$ cat config.mk
export PLATFORM = sky130hd
export DESIGN_NAME = sensor_frame_odometry_parser
export DESIGN_NICKNAME = d
export VERILOG_FILES = /design/src/sv/sfop_pkg.sv /design/src/sv/sensor_frame_odometry_parser.sv /design/src/sv/sfop_capture.sv /design/src/sv/sfop_wheel.sv
export VERILOG_INCLUDE_DIRS = /design/src /design/src/sv
export SDC_FILE = /design/constraint.sdc
export NUM_CORES = 1
export LEC_CHECK = 0
export ABC_AREA = 1
export ABC_CLOCK_PERIOD_IN_PS = 11300
export BUFFER_PORTS_ARGS = -buffer_cell sky130_fd_sc_hd__buf_2
export CAP_MARGIN = 10
export CORE_MARGIN = 2
export CORE_UTILIZATION = 50
export DETAILED_ROUTE_END_ITERATION = 7
export GPL_ROUTABILITY_DRIVEN = 1
export GPL_TIMING_DRIVEN = 0
export PLACE_DENSITY_LB_ADDON = 0.3
export SLEW_MARGIN = 20
export SYNTH_ARGS = -nofsm -noshare
export SYNTH_HDL_FRONTEND = slang
export SYNTH_SLANG_ARGS = --single-unit
$ cat constraint.sdc
create_clock -name clk -period 11.3 [get_ports clk]
set_clock_uncertainty 0.05 [all_clocks]
set_input_delay 2.825 -clock clk [delete_from_list [all_inputs] [get_ports clk]]
set_output_delay 2.825 -clock clk [all_outputs]
set_load 0.05 [all_outputs]
$ cat src/sv/sensor_frame_odometry_parser_assert.svh
// Assertion macros shared by the sensor frame odometry parser RTL.
// Depends on nothing; included by files that carry concurrent checks.
`ifndef SENSOR_FRAME_ODOMETRY_PARSER_ASSERT_SVH
`define SENSOR_FRAME_ODOMETRY_PARSER_ASSERT_SVH
`ifndef ASSERT_OFF
`define SFOP_ASSERT_IMP(name, clk, rst_n, a, c) \
  name: assert property (@(posedge clk) disable iff (!rst_n) (a) |-> (c)) \
    else $error("sfop assertion failed");
`define SFOP_ASSERT_NXT(name, clk, rst_n, a, c) \
  name: assert property (@(posedge clk) disable iff (!rst_n) (a) |=> (c)) \
    else $error("sfop assertion failed");
`else
`define SFOP_ASSERT_IMP(name, clk, rst_n, a, c)
`define SFOP_ASSERT_NXT(name, clk, rst_n, a, c)
`endif
`endif

$ cat src/sv/sfop_pkg.sv
// Package for the sensor frame odometry parser: shared types and constants.
// No dependencies.
`timescale 1ns / 1ps
package sfop_pkg;

  localparam int CFG_IDX_W  = 2;
  localparam int CFG_DATA_W = 16;

  localparam logic [7:0]  HEADER_RESET = 8'd19;
  localparam logic [15:0] THRESH_RESET = 16'd100;

  // byte index at which both encoder counts are in the store
  localparam int WHEEL_IDX = 8;

  typedef enum logic [1:0] {
    ST_OK      = 2'd0,
    ST_BAD_HDR = 2'd1,
    ST_BAD_SUM = 2'd2
  } status_t;

  typedef enum logic [CFG_IDX_W-1:0] {
    REG_HEADER = 2'd0,
    REG_THRESH = 2'd1
  } cfg_reg_t;

  typedef struct packed {
    logic [7:0]  header;
    logic [15:0] left_count;
    logic [15:0] right_count;
    logic [7:0]  bump;
    logic [31:0] cliff;
    logic [47:0] lights_l;
    logic [47:0] lights_r;
    logic [15:0] batt;
  } frame_t;

  typedef struct packed {
    logic last;
    logic sum_zero;
    logic pre_en;
  } cap_ctl_t;

endpackage

$ cat src/sv/sensor_frame_odometry_parser.sv
// Top level of the sensor frame odometry parser: config, handshake, result register.
// Depends on sfop_pkg, sfop_capture, sfop_wheel and the assertion header.
`timescale 1ns / 1ps
`include "sensor_frame_odometry_parser_assert.svh"
// Takes one frame byte per cycle on the in_ channel, with in_frame_begin restarting
// a frame. After the last of FRAME_BYTES bytes the frame is checked and one result
// word appears on out_ in the next cycle; bad frames carry only a status code. The
// only stall is on a frame's last byte while the previous result is still waiting.
// header_value (index 0) and rollover_threshold (index 1) are written on cfg_.
module sensor_frame_odometry_parser #(
  parameter int FRAME_BYTES = 40
) (
  input  logic                            clk,
  input  logic                            rst_n,
  input  logic                            in_valid,
  output logic                            in_ready,
  input  logic [7:0]                      in_rx_byte,
  input  logic                            in_frame_begin,
  output logic                            out_valid,
  input  logic                            out_ready,
  output logic [1:0]                      out_status,
  output logic signed [31:0]              out_dist_left,
  output logic signed [31:0]              out_dist_right,
  output logic signed [31:0]              out_total_left,
  output logic signed [31:0]              out_total_right,
  output logic [7:0]                      out_bumper_bits,
  output logic [31:0]                     out_cliff_bytes,
  output logic [47:0]                     out_lights_left_group,
  output logic [47:0]                     out_lights_right_group,
  output logic [15:0]                     out_battery_voltage,
  output logic [15:0]                     out_left_raw_count,
  output logic [15:0]                     out_right_raw_count,
  input  logic                            cfg_valid,
  output logic                            cfg_ready,
  input  logic [sfop_pkg::CFG_IDX_W-1:0]  cfg_index,
  input  logic [sfop_pkg::CFG_DATA_W-1:0] cfg_data
);

  logic [7:0]          header_r;
  logic [15:0]         thresh_r;
  logic                acc, fin, good;
  sfop_pkg::cap_ctl_t  ctl;
  sfop_pkg::frame_t    frame;
  sfop_pkg::status_t   status;
  logic signed [31:0]  total_l, total_r_w, dist_l, dist_r_w;
  logic                out_valid_r, out_valid_nxt;
  logic [1:0]          status_r;
  logic signed [31:0]  dist_l_r, dist_r_r, total_l_r, total_r_r;
  logic [7:0]          bump_r;
  logic [31:0]         cliff_r;
  logic [47:0]         lights_l_r, lights_r_r;
  logic [15:0]         batt_r, lcnt_r, rcnt_r;

  assign cfg_ready = 1'b1;

  always_ff @(posedge clk) begin
    if (!rst_n) begin
      header_r <= sfop_pkg::HEADER_RESET;
      thresh_r <= sfop_pkg::THRESH_RESET;
    end else if (cfg_valid) begin
      case (sfop_pkg::cfg_reg_t'(cfg_index))
        sfop_pkg::REG_HEADER: header_r <= cfg_data[7:0];
        sfop_pkg::REG_THRESH: thresh_r <= cfg_data;
        default: ;
      endcase
    end
  end

  assign in_ready = !ctl.last || !out_valid_r || out_ready;
  assign acc      = in_valid && in_ready;
  assign fin      = acc && ctl.last;

  sfop_capture #(
    .FRAME_BYTES (FRAME_BYTES)
  ) u_capture (
    .clk         (clk),
    .rst_n       (rst_n),
    .acc         (acc),
    .rx_byte     (in_rx_byte),
    .frame_begin (in_frame_begin),
    .ctl         (ctl),
    .frame       (frame)
  );

  always_comb begin
    if (frame.header != header_r) begin
      status = sfop_pkg::ST_BAD_HDR;
    end else if (!ctl.sum_zero) begin
      status = sfop_pkg::ST_BAD_SUM;
    end else begin
      status = sfop_pkg::ST_OK;
    end
    good = fin && (status == sfop_pkg::ST_OK);
  end

  sfop_wheel u_wheel_left (
    .clk       (clk),
    .rst_n     (rst_n),
    .pre_en    (ctl.pre_en),
    .upd_en    (good),
    .count     (frame.left_count),
    .threshold (thresh_r),
    .total_nxt (total_l),
    .dist_nxt  (dist_l)
  );

  sfop_wheel u_wheel_right (
    .clk       (clk),
    .rst_n     (rst_n),
    .pre_en    (ctl.pre_en),
    .upd_en    (good),
    .count     (frame.right_count),
    .threshold (thresh_r),
    .total_nxt (total_r_w),
    .dist_nxt  (dist_r_w)
  );

  always_comb begin
    out_valid_nxt = out_valid_r && !out_ready;
    if (fin) begin
      out_valid_nxt = 1'b1;
    end
  end

  always_ff @(posedge clk) begin
    if (!rst_n) begin
      out_valid_r <= 1'b0;
    end else begin
      out_valid_r <= out_valid_nxt;
    end
  end

  always_ff @(posedge clk) begin
    if (fin) begin
      status_r <= status;
      if (status == sfop_pkg::ST_OK) begin
        dist_l_r   <= dist_l;
        dist_r_r   <= dist_r_w;
        total_l_r  <= total_l;
        total_r_r  <= total_r_w;
        bump_r     <= frame.bump;
        cliff_r    <= frame.cliff;
        lights_l_r <= frame.lights_l;
        lights_r_r <= frame.lights_r;
        batt_r     <= frame.batt;
        lcnt_r     <= frame.left_count;
        rcnt_r     <= frame.right_count;
      end else begin
        dist_l_r   <= 32'sd0;
        dist_r_r   <= 32'sd0;
        total_l_r  <= 32'sd0;
        total_r_r  <= 32'sd0;
        bump_r     <= 8'd0;
        cliff_r    <= 32'd0;
        lights_l_r <= 48'd0;
        lights_r_r <= 48'd0;
        batt_r     <= 16'd0;
        lcnt_r     <= 16'd0;
        rcnt_r     <= 16'd0;
      end
    end
  end

  assign out_valid              = out_valid_r;
  assign out_status             = status_r;
  assign out_dist_left          = dist_l_r;
  assign out_dist_right         = dist_r_r;
  assign out_total_left         = total_l_r;
  assign out_total_right        = total_r_r;
  assign out_bumper_bits        = bump_r;
  assign out_cliff_bytes        = cliff_r;
  assign out_lights_left_group  = lights_l_r;
  assign out_lights_right_group = lights_r_r;
  assign out_battery_voltage    = batt_r;
  assign out_left_raw_count     = lcnt_r;
  assign out_right_raw_count    = rcnt_r;

  `SFOP_ASSERT_NXT(a_fin_valid, clk, rst_n, fin, out_valid_r)
  `SFOP_ASSERT_IMP(a_bad_zero, clk, rst_n, out_valid_r && (status_r != sfop_pkg::ST_OK), (total_l_r == 32'sd0) && (dist_r_r == 32'sd0))
  `SFOP_ASSERT_NXT(a_good_total, clk, rst_n, good, total_l_r == $past(total_l))

endmodule

$ cat src/sv/sfop_capture.sv
// Frame capture: byte index, modulo-256 running sum and frame byte registers.
// Depends on sfop_pkg and sensor_frame_odometry_parser_assert.svh.
`timescale 1ns / 1ps
`include "sensor_frame_odometry_parser_assert.svh"
module sfop_capture #(
  parameter int FRAME_BYTES = 40
) (
  input  logic              clk,
  input  logic              rst_n,
  input  logic              acc,
  input  logic [7:0]        rx_byte,
  input  logic              frame_begin,
  output sfop_pkg::cap_ctl_t ctl,
  output sfop_pkg::frame_t  frame
);

  localparam int IW = $clog2(FRAME_BYTES);
  localparam logic [IW-1:0] LAST_IDX = IW'(FRAME_BYTES - 1);

  logic [IW-1:0] idx_r, idx_nxt, idx_eff;
  logic [7:0]    sum_r, sum_nxt, sum_eff;
  logic [7:0]    frame_r [FRAME_BYTES];

  assign idx_eff = frame_begin ? '0 : idx_r;
  assign sum_eff = frame_begin ? 8'd0 : sum_r;
  assign sum_nxt = sum_eff + rx_byte;

  always_comb begin
    ctl.last     = (idx_eff == LAST_IDX);
    ctl.sum_zero = (sum_nxt == 8'd0);
    ctl.pre_en   = acc && (idx_eff == IW'(sfop_pkg::WHEEL_IDX));
    idx_nxt      = ctl.last ? '0 : idx_eff + 1'b1;
  end

  always_ff @(posedge clk) begin
    if (!rst_n) begin
      idx_r <= '0;
      sum_r <= 8'd0;
    end else if (acc) begin
      idx_r <= idx_nxt;
      sum_r <= sum_nxt;
    end
  end

  always_ff @(posedge clk) begin
    if (acc) begin
      frame_r[idx_eff] <= rx_byte;
    end
  end

  always_comb begin
    frame.header      = frame_r[0];
    frame.left_count  = {frame_r[3], frame_r[4]};
    frame.right_count = {frame_r[6], frame_r[7]};
    frame.bump        = frame_r[9];
    frame.cliff       = {frame_r[11], frame_r[13], frame_r[15], frame_r[17]};
    frame.lights_l    = {frame_r[19], frame_r[20], frame_r[22], frame_r[23],
                         frame_r[25], frame_r[26]};
    frame.lights_r    = {frame_r[28], frame_r[29], frame_r[31], frame_r[32],
                         frame_r[34], frame_r[35]};
    frame.batt        = {frame_r[37], frame_r[38]};
  end

  `SFOP_ASSERT_IMP(a_idx_range, clk, rst_n, 1'b1, idx_r <= LAST_IDX)
  `SFOP_ASSERT_NXT(a_last_wraps, clk, rst_n, acc && ctl.last, idx_r == '0)
  `SFOP_ASSERT_NXT(a_sum_track, clk, rst_n, acc, sum_r == $past(sum_nxt))

endmodule

$ cat src/sv/sfop_wheel.sv
// One wheel's odometry: delta with rollover hold, wrapping total and distance.
// Depends on nothing beyond its ports.
`timescale 1ns / 1ps
module sfop_wheel (
  input  logic               clk,
  input  logic               rst_n,
  input  logic               pre_en,
  input  logic               upd_en,
  input  logic [15:0]        count,
  input  logic [15:0]        threshold,
  output logic signed [31:0] total_nxt,
  output logic signed [31:0] dist_nxt
);

  logic [15:0]        prev_r;
  logic signed [16:0] delta_r, delta_nxt;
  logic signed [31:0] total_r, dist_r;
  logic signed [16:0] diff_r, diff_nxt, thr_neg;
  logic               nz_r;
  logic               rolled;
  logic signed [31:0] delta_ext;

  assign diff_nxt = $signed({1'b0, count}) - $signed({1'b0, prev_r});

  always_ff @(posedge clk) begin
    if (pre_en) begin
      diff_r <= diff_nxt;
      nz_r   <= (prev_r != 16'd0);
    end
  end

  always_comb begin
    thr_neg   = $signed(17'd0 - {1'b0, threshold});
    rolled    = (diff_r < thr_neg);
    delta_nxt = (!rolled && nz_r) ? diff_r : delta_r;
    delta_ext = 32'(delta_nxt);
    total_nxt = total_r + delta_ext;
    dist_nxt  = (delta_nxt == 17'sd0) ? 32'sd0 : dist_r + delta_ext;
  end

  always_ff @(posedge clk) begin
    if (!rst_n) begin
      prev_r  <= 16'd0;
      delta_r <= 17'sd0;
      total_r <= 32'sd0;
      dist_r  <= 32'sd0;
    end else if (upd_en) begin
      prev_r  <= count;
      delta_r <= delta_nxt;
      total_r <= total_nxt;
      dist_r  <= dist_nxt;
    end
  end

endmodule

* Yosys cells after proc, flatten, opt, wreduce, memory -nomap -nowiden
Memory sizes are Yosys's and may differ from the RTL's. A register that Yosys moved wholly into a read port is not among the register bits.
Cells that the tools add are included.
** Cells by class
- Divide/modulo/power cells :: 0
- Multiplexer cells :: 12
- Reductions and logical operators :: 42
- Bitwise logic cells :: 0
- Magnitude comparators :: 2
- Eq/ne operators :: 4
- $add $sub $neg :: 9
- Multiply operators :: 0
- Shifts and indexed selects :: 0
** Operators with widths (number)
- adder 32 x 17 -> 32 bit :: 4
- two-way mux 32 bit :: 2
- logical NOT 17 bit :: 2
- less-than comparator 17 bit :: 2
- two-way mux 17 bit :: 2
- subtractor 16 x 16 -> 17 bit :: 2
- nonzero test 16 bit :: 2
- logical NOT 1 bit :: 24
- subtractor 1 x 16 -> 17 bit, first input constant :: 1
- two-way mux 6 bit :: 2
- adder 8 bit :: 1
- logical NOT 8 bit :: 1
- two-way mux 8 bit :: 1
- inequality test 8 bit :: 1
- logical AND 1 bit :: 7
- adder 6 x 1 -> 6 bit, second input constant :: 1
- == test 6 x 4 -> 1 bit, second input constant :: 1
- == test 6 bit, second input constant :: 1
- logical NOT 2 bit :: 2
- two-way mux 2 bit :: 2
- AND reduction 2 bit :: 2
- two-way mux 1 bit :: 3
- == test 2 x 1 -> 1 bit, second input constant :: 1
- logical OR 1 bit :: 2
** Word-level totals
- Bits in writable memories :: 320
- Bits in read-only memories :: 0
- Input bits :: 32
- Memories :: 1
- Bits in latches :: 0
- Register bits :: 431
- Output and inout bits :: 317
** Memories
- u_capture.frame_r :: depth 40, width 8, rd ports 24, clocked after Yosys merged registers in 19, write ports 1, RTL line sfop_capture.sv:22 : logic [7:0] frame_r [FRAME_BYTES];

* Longest topological paths before layout
Gate-level depths: netlist (run 1).
- Depth in word-level cells :: 8
- Gate-level depth with buffers :: 40

* Modules after synthesis
A second synthesis (run 1) with hierarchy kept.
** Unflattened totals
- Cells, all modules :: 4374
- Area, all modules :: 39648.0 µm²
** By module, submodules not included
- sensor_frame_odometry_parser :: cells each 1118, seq. area each 9929.5 µm², times used 1, area each 13122.6 µm²
- sfop_wheel (u_wheel_right) :: cells each 1426, seq. area each 2482.4 µm², times used 1, area each 9935.8 µm²
- sfop_wheel (u_wheel_left) :: cells each 1412, seq. area each 2482.4 µm², times used 1, area each 9475.3 µm²
- sfop_capture :: cells each 418, seq. area each 6045.8 µm², times used 1, area each 7114.3 µm²

* Worst setup path before layout (run 1)
Ideal clock, no wire load.
- Path kind :: input-to-reg
- From :: input port in_frame_begin
- To :: register batt_r[0] (netlist: out_battery_voltage[0]), read port of u_capture.frame_r (enable)
- Data required time :: 10587 ps
- Path slack :: 179 ps
- Arrival :: 10408 ps
- Cell stages on the path :: 10
- Library setup time :: 663 ps
- Cells stage by stage :: clkbuf_1 -> nor2_1 -> ha_1 -> inv_1 -> nor3_1 -> nand3_1 -> nand2_1 -> inv_1 -> nand2_1 -> inv_1
** Between the ends
- Cells in the longest elaborated chain, start to end :: 7
- Elaborated cells between the ends (all ways) :: 14
- Classes of those cells :: add/sub: 1; eq/ne: 1; mux: 4; reduce/logical: 8
** RTL lines
- start, declared :: RTL line sensor_frame_odometry_parser.sv:18 : input logic in_frame_begin,
- two-way mux 6 bit :: RTL line sfop_capture.sv:24 : assign idx_eff = frame_begin ? '0 : idx_r;
- == test 6 bit :: RTL line sfop_capture.sv:29 : ctl.last = (idx_eff == LAST_IDX);
- logical NOT 1 bit :: RTL line sensor_frame_odometry_parser.sv:69 : assign in_ready = !ctl.last || !out_valid_r || out_ready;
- logical OR 1 bit (2 in series) :: RTL line sensor_frame_odometry_parser.sv:69
- named net in_ready :: RTL line sensor_frame_odometry_parser.sv:16 : output logic in_ready,
- logical AND 1 bit :: RTL line sensor_frame_odometry_parser.sv:70 : assign acc = in_valid && in_ready;
- logical AND 1 bit :: RTL line sensor_frame_odometry_parser.sv:71 : assign fin = acc && ctl.last;
- named net fin :: RTL line sensor_frame_odometry_parser.sv:41 : logic acc, fin, good;
- end, declared :: RTL line sensor_frame_odometry_parser.sv:52 : logic [15:0] batt_r, lcnt_r, rcnt_r;
The timed path passes the listed nets, and every way through them passes these cells.
A chain may end at the register's enable or synchronous reset.

* Final worst setup path (run 1)
- From :: input port in_frame_begin
- To :: output port in_ready
** Between the ends
- Cells in the longest elaborated chain, start to end :: 5
** RTL lines (RTL line)
- two-way mux 6 bit :: sfop_capture.sv:24
- == test 6 bit :: sfop_capture.sv:29
- logical NOT 1 bit :: sensor_frame_odometry_parser.sv:69
- logical OR 1 bit (2 in series) :: sensor_frame_odometry_parser.sv:69
- end, declared :: sensor_frame_odometry_parser.sv:16
No other way between the ends.

==> reports/metrics.yaml, run 1 <==
status:
  status: "complete, no violations"
logic_synthesis:
  synth_cells: 3715
  syn_area_per_cell_sq_um: 9.91
  yosys_register_bits: 775
  synthTopCellsByCount: "nor2_1 (588), edfxtp_1 (542), inv_1 (492)"
  synth_compound_area_share_pct: 11.4
  synth-edff-count: 542
  synth.distinct_cells: 54
  ys_dominant_reg_cell: "edfxtp_1"
  synth_area_sq_um: 36800
  syn-num-nets: 3963
  synthArstFlopShare_pct: 0
  synth.most_common_cell: "nor2_1"
  synth_xor_area_share_pct: 4.01
  seq_area_frac_synth_pct: 56.9
  yosys.area.top_type_share_pct: 44.2
  yosys.area.top_type: "edfxtp_1"
  synth_top_family_by_area: "simple AND/OR/NAND/NOR gates"
  yosys.area_share.simple_pct: 13.7
  synthAdderAreaFrac_pct: 7.48
  synthTopCellsByArea: "edfxtp_1 (44%), dfxtp_1 (13%), ha_1 (7.1%)"
  synth_mux_area_share_pct: 0
  yosys_warnings: 0
routing:
  drtAntennaViolNets: 0
  via_per_inst: 5.25
  wl_per_cell_um: 18.6
  drt_iter0_markers: 1994
  post-route-drc-count: 0
  first_pass_iters: 6
  vias: 27200
  routed_wl_um: 96200
worst_setup_path:
  path_class: "input port to primary output"
  cpMaxStageDelayCell: "nor3_1"
  slowest_delay_ns: 0.36
  path_common_cell: "buf_2"
  cp_top_family: "buffers and inverters"
  cp.arrival_ns: 4.44
  start_kind: "input port"
  worstSetupEndpointType: "primary output"
  critPathBufInv: 4
  cp.required_ns: 8.43
  path_max_fanout: 10
  cp_cell_sequence: "buf_2, clkbuf_1, nor2_1, ha_1, inv_1, nor3_1, nand3_1, buf_2"
sta:
  slew_headroom_pct: 25.4
  finalCritPeriodShare_pct: 64.8
  finalSetupTns_ns: 0
  min_period_ns: 7.32
  timing.fmax_ghz: 0.137
  fin_hold_ws_ns: 0.406
  slew_violations: 0
  rsz0062_at_grt: "false"
  hold_viol_final: 0
  setup_viol: 0
  worst_slew_pin_slew_ns: 1.11
clocking:
  clk_pin_slew_ns: 0.06
  hold_buffers: 0
  cts-resized-gates: 0
  cts_buffers: 81
  cts_buffer_depth: 3
  cts_tree: "built"
  clk_latency_ns: 0.67
  cts_setup_buffers: 0
  cts-root-buf: "clkbuf_16"
  cts.sinks: 775
  htree_num_levels: 3
finish:
  drive_gt1_share_pct: 14.3
  nNetsFinal: 4400
  synthToLayoutAreaGrowth_pct: 15.7
  fin_util_pct: 58.4
power_and_ir_drop:
  internal_power_w: 0.00456
  p_leak_nw: 19.5
  pwr-share-comb_pct: 2.4
  clockPowerShare_pct: 45.9
  switching_share_pct: 22.1
  cellPowerDensity_nw_per_um2: 137
  totalPowerFinal_w: 0.00585
  p_switching_w: 0.00130
  p_seq_share_pct: 51.8
  peakVddDrop_v: 0.000170
global_route:
  grt_pass1_vias: 26100
  top_usage_layer: "met2"
  grt_pass1_wl_um: 146000
  track_usage_pct: 25.0
  grt_max_degree: 104
  grt_util_met1_pct: 33.0
  antenna_found_initial: 8
  grt_remaining_overflow: 0
  grt_util_met3_pct: 6.56
  met2_usage_pct: 40.6
place:
  port-buffer-count: 347
  routabilityCongestion: 0.943
  place.detailed.hpwl_um: 70100
floorplanning:
  dieHeight_um: 275
  io_pins: 349
  fp.coreArea_sq_um: 73000
  start_util_pct: 50.5
  die_area_sq_um: 75800
  core.rowCount: 99
  die_x_um: 275
job:
  maxCapViolations: 0
min_path:
  hold_path.class: "flip-flop to flip-flop"
## cell type report
type,count,area (sq um)
fill,6261,30300
tap,959,1200
clock buffer,90,2080
antenna,3,7.51
inverter,496,1870
timing repair buffer,354,1850
sequential,775,20900
buffer,119,561
clock inverter,62,624
multi-input combinational,2325,13500
## through the flow
step                      setup slack, ns  cells  instance area, sq um
after floorplan                     0.179   3715                 36800
final                                3.98   5183                 42600
after CTS                            4.01   5180                 42600
after detailed placement             3.62   5028                 39900
after global routing                 3.74   5180                 42600
after global placement              -2.82   5021                 39800
## power by group through the flow
stage	Sequential [W]	Clock (W)	Combinational (W)
2_1_floorplan	0.00309	0	0.0000813
3_3_place_gp	0.00309	0	0.000134
3_5_place_dp	0.00309	0	0.000137
4_1_cts	0.00303	0.00273	0.000138
5_1_grt	0.00303	0.00283	0.000154
6_report	0.00303	0.00268	0.000139
## sequential cells by signal, indices dropped and copies added (netlist names), 17 cells and up
signal                  count
out_dist_right             32
u_capture.frame_r         192
out_dist_left              32
out_lights_right_group     48
out_lights_left_group      48
out_cliff_bytes            32
out_total_right            32
out_total_left             32
u_wheel_left.total_r       32
u_wheel_left.delta_r       17
u_wheel_right.dist_r       32
u_wheel_right.total_r      32
u_wheel_right.delta_r      17
u_wheel_left.dist_r        32
u_wheel_right.diff_r       17
u_wheel_left.diff_r        17
## worst paths after layout
check                     start                  to  slack [ns]  cells past startpoint
max              in_frame_begin            in_ready        3.98                      8
min          u_capture.sum_r[0]  u_capture.sum_r[0]        0.41                      2
max reg2reg         thresh_r[0]  out_total_left[24]        4.21                     31
min reg2reg  u_capture.sum_r[0]  u_capture.sum_r[0]        0.41                      2
## kinds of logic (layout without fill, tap and decap cells)
kind of cell    after synthesis  count (layout)
compound gates              752             752
xor+xnor                    167             167
fa+ha+maj                   216             216
buf+inv                     615            1121
flops                       775             775
other cells                   1               4
simple gates               1189            1189
## routing by layer
| layer | share of wire [%] | vias to the layer above |
|---|---|---|
| met3 | 7.8 | 159 |
| li1 | - | 13400 |
| met1 | 43 | 12900 |
| met4 | 2.8 | 12 |
| met5 | 0.070 | - |
| met2 | 47 | 746 |
## worst reg2reg max path: cells and delay by family (launching register included)
kind,cells,cell delay [ns]
fa+ha+maj,4,1.30
buf+inv,4,0.32
simple gates,13,1.66
compound gates,9,2.90
xor+xnor,1,0.23
flops,1,0.32
## cell usage in the layout, fill, tap and decap left out, types with 68 or more instances in the layout
master and count:
xnor2_1 68, clkbuf_1 78, buf_2 371, a21oi_1 314, edfxtp_1 542, nand3_1 87, dfxtp_1 233, xor2_1 98
nor2_1 588, clkbuf_16 81, ha_1 209, inv_1 491, o21ai_0 277, nand2_1 386
Note: power is estimated with default switching activity, not from simulation.
==> inputs of run 2 (changes only) <==
Settings changed: ABC_AREA 1 to 0, ABC_CLOCK_PERIOD_IN_PS 11300 to 7000.
Clock period 11.3 ns to 7 ns, I/O delays scaled along.
==> run 2 against run 1 <==
Effect of this change:
- critical path depth up 18
- total power up 61%
- register-to-register slack worse by 4.0 ns
- via count down 4.7%
- routed wire length up 0.44%
- final cell count down 9.7%
- synthesized area down 1.4%
- critical endpoint is now out_total_left[31]
- largest cell class unchanged
==> reports/metrics.yaml, run 2 <==
sta:
  timing.fmax_ghz: 0.147
  worst_slew_pin_slew_ns: 1.09  # -0.0240 ns
  finalSetupTns_ns: 0  # unchanged
  slew_headroom_pct: 27.6  # +2.2 points
  setup_viol: 0  # unchanged
  min_period_ns: 6.81
  setup_slack_ns: 0.194  # -3.79 ns
  finalCritPeriodShare_pct: 97.2
  hold_viol_final: 0  # unchanged
  slew_violations: 0  # unchanged
min_path:
  whs_path_depth: 2  # unchanged
  hp-start: "u_capture.sum_r[5]"
  min_to: "u_capture.sum_r[5]"
  hold_path.class: "flip-flop to flip-flop"
worst_setup_path:
  critPathBufInv: 3  # -1
  cp_top_family: "compound AO/OA/AOI/OAI gates"
  path_max_fanout: 9  # -1
  start_kind: "flip-flop"
  slowest_delay_ns: 0.56  # +0.20 ns
  path_class: "flip-flop to flip-flop"
  rr_startpoint: "thresh_r[8]"
  cp.depth: 26  # +18
  r2r_cells: 26  # -16%
  r2r_end: "out_total_left[31]"
  r2r_setup_slack_ns: 0.19  # -4.02 ns
  cp.required_ns: 7.30  # -1.13 ns
  worstSetupEndpointType: "flip-flop"
  cp.arrival_ns: 7.11  # +2.67 ns
  cpMaxStageDelayCell: "or4_4"
routing:
  post-route-drc-count: 0  # unchanged
  first_pass_iters: 6  # unchanged
  via_per_inst: 5.54  # +5.5%
  vias: 25900  # -4.7%
  drt_iter0_markers: 2034  # +2.0%
  wl_per_cell_um: 20.6  # +11%
  routed_wl_um: 96700  # +0.44%
  drtAntennaViolNets: 0  # unchanged
global_route:
  track_usage_pct: 25.4  # +0.41 points
  grt_remaining_overflow: 0  # unchanged
  grt_max_degree: 39  # -63%
  grt_pass1_wl_um: 145000  # -0.70%
  grt_pass1_vias: 24500  # -6.3%
  antenna_found_initial: 8  # unchanged
logic_synthesis:
  synth_area_sq_um: 36300  # -1.4%
  seq_area_frac_synth_pct: 57.7  # +0.80 points
  yosys_warnings: 0  # unchanged
  synthTopCellsByCount: "edfxtp_1 (542), nand2_1 (305), a21oi_1 (244)"
  synth-edff-count: 542  # unchanged
  syn-num-nets: 3421  # -14%
  yosys.area.top_type_share_pct: 44.8  # +0.62 points
  yosys_register_bits: 775  # unchanged
  synthArstFlopShare_pct: 0  # unchanged
  synth_cells: 3173  # -15%
  syn_area_per_cell_sq_um: 11.4  # +15%
  synth.distinct_cells: 98  # +81%
  yosys.area.top_type: "edfxtp_1"
  ys_dominant_reg_cell: "edfxtp_1"
  synthTopCellsByArea: "edfxtp_1 (45%), dfxtp_1 (13%), ha_1 (7.2%)"
  synth.most_common_cell: "edfxtp_1"
place:
  place.detailed.hpwl_um: 69000  # -1.5%
  port-buffer-count: 346  # -0.29%
  dpl.cell_count: 4489  # -11%
  routabilityCongestion: 0.934  # -1.0%
  dp_slack_ns: -1.15  # -4.77 ns
floorplanning:
  core.rowCount: 98  # -1.0%
  die_area_sq_um: 74800  # -1.4%
  fp.coreArea_sq_um: 71700  # -1.7%
  io_pins: 349  # unchanged
  start_util_pct: 50.6  # +0.15 points
  die_x_um: 273  # -0.69%
  dieHeight_um: 273  # -0.69%
power_and_ir_drop:
  clockPowerShare_pct: 45.3  # -0.6 points
  p_switching_w: 0.00208  # +60%
  cellPowerDensity_nw_per_um2: 217  # +58%
  pwr-share-comb_pct: 2.7  # +0.3 points
  p_leak_nw: 17.2  # -12%
  p_seq_share_pct: 52.0  # +0.2 points
  totalPowerFinal_w: 0.00939  # +61%
  switching_share_pct: 22.1  # about the same
  internal_power_w: 0.00732  # +61%
  peakVddDrop_v: 0.000249  # +47%
finish:
  multi_input_area_sq_um: 15000  # +12%
  final_cells: 4682  # -9.7%
  largest_reg_flops: 192  # unchanged
  nFillCells: 5768  # -7.9%
  nNetsFinal: 3914  # -11%
  max_flop_register: "u_capture.frame_r"
  fin_util_pct: 60.5  # +2.0 points
  final_cell_mix: "edfxtp_1 (542), buf_2 (354), nand2_1 (298), a21oi_1 (241), nor2_1 (237)"
  seqCellArea_sq_um: 20900  # about the same
  synthToLayoutAreaGrowth_pct: 19.4
  drive_gt1_share_pct: 19.3  # +5.0 points
  layout_commonest_cell: "edfxtp_1"
clocking:
  clk_pin_slew_ns: 0.06  # about the same
  cts_tree: "built"
  cts_buffer_depth: 3  # unchanged
  htree_num_levels: 3  # unchanged
  cts.sinks: 775  # unchanged
  clk_latency_ns: 0.67  # about the same
  hold_buffers: 0  # unchanged
  cts_buffers: 81  # unchanged
  cts-root-buf: "clkbuf_16"
job:
  maxCapViolations: 0  # unchanged
status:
  status: "complete, no violations"
-- run 2: cell count changes after synthesis, sizes merged, moves of 74 or more --
cell	previous run	this run
and3	1	75
o21ai	291	82
inv	495	108
nand2	424	306
nor2	594	244
a21oi	344	247
and2	2	199
-- run 2: cells by family (layout without fill, tap and decap cells) --
kind of cell               count (synthesis)  count (layout)  share of synthesized area, %
and+or+nand+nor                         1096            1096                          15.1
adders and majority gates                216             216                          7.59
xor gates and xnor gates                 156             156                          3.88
AOI/OAI and AO/OA                        652             652                          11.8
buffers and inverters                    234             792                          2.58
other                                      1               2                        0.0103
DFF                                      775             775                          57.7
muxes                                     43              43                          1.30
-- run 2: worst reg2reg max path: cells and delay by family, from the launching register on --
family / cells / cell delay, ns
DFF: 1 / 0.37
AOI/OAI and AO/OA: 11 / 2.37
muxes: 1 / 0.37
buffers and inverters: 3 / 0.42
and+or+nand+nor: 8 / 2.26
xor gates and xnor gates: 1 / 0.12
adders and majority gates: 2 / 0.59
-- run 2: worst max path at each step --
stage	to	start
finish	out_total_left[31]	thresh_r[8]
global route	out_total_left[31]	thresh_r[0]
CTS	out_dist_left[31]	thresh_r[8]
detailed placement	out_total_left[31]	thresh_r[7]
global placement	u_wheel_left.dist_r[24]	in_frame_begin
floorplan	u_wheel_right.dist_r[1]	in_frame_begin
-- run 2: what timing repair did --
| action | 4_1_cts | 5_1_grt |
|---|---|---|
| buffers inserted | 12 | 35 |
| setup endpoints to repair | 128 | 84 |
| pin swaps | 12 | 38 |
| resized for setup | 57 | 65 |
-- run 2: metrics by stage --
| stage | instance area [sq um] | hold WS (ns) |
|---|---|---|
| 6_report | 43400 | 0.401 |
| 5_1_grt | 43400 | 0.423 |
| 4_1_cts | 42800 | 0.402 |
| 3_5_place_dp | 39800 | 0.394 |
| 3_3_place_gp | 39400 | 0.388 |
| 2_1_floorplan | 36500 | 0.382 |
-- run 2: power by group through the flow --
stage	Sequential (W)	Combinational [W]	Clock, W
floorplan	0.00498	0.000137	0
global placement	0.00498	0.000228	0
detailed placement	0.00498	0.000234	0
CTS	0.00488	0.000241	0.00432
global route	0.00488	0.000274	0.00449
finish	0.00488	0.000253	0.00426
-- run 2: final cells by class --
type,count,area share (%)
Timing Repair Buffer,413,5.64
Buffer,123,1.54
Tap cell,950,2.74
Antenna cell,1,0.00577
Clock inverter,42,1.14
Clock buffer,106,4.96
Multi-Input combinational cell,2164,34.7
Sequential cell,775,48.3
Inverter,108,0.981
-- run 2: per-layer routing --
layer / track usage, % / wire (um)
met2: 41.1 / 45500
met5: 0 / 66
met1: 33.8 / 40900
met3: 4.86 / 6490
met4: 10.3 / 3730
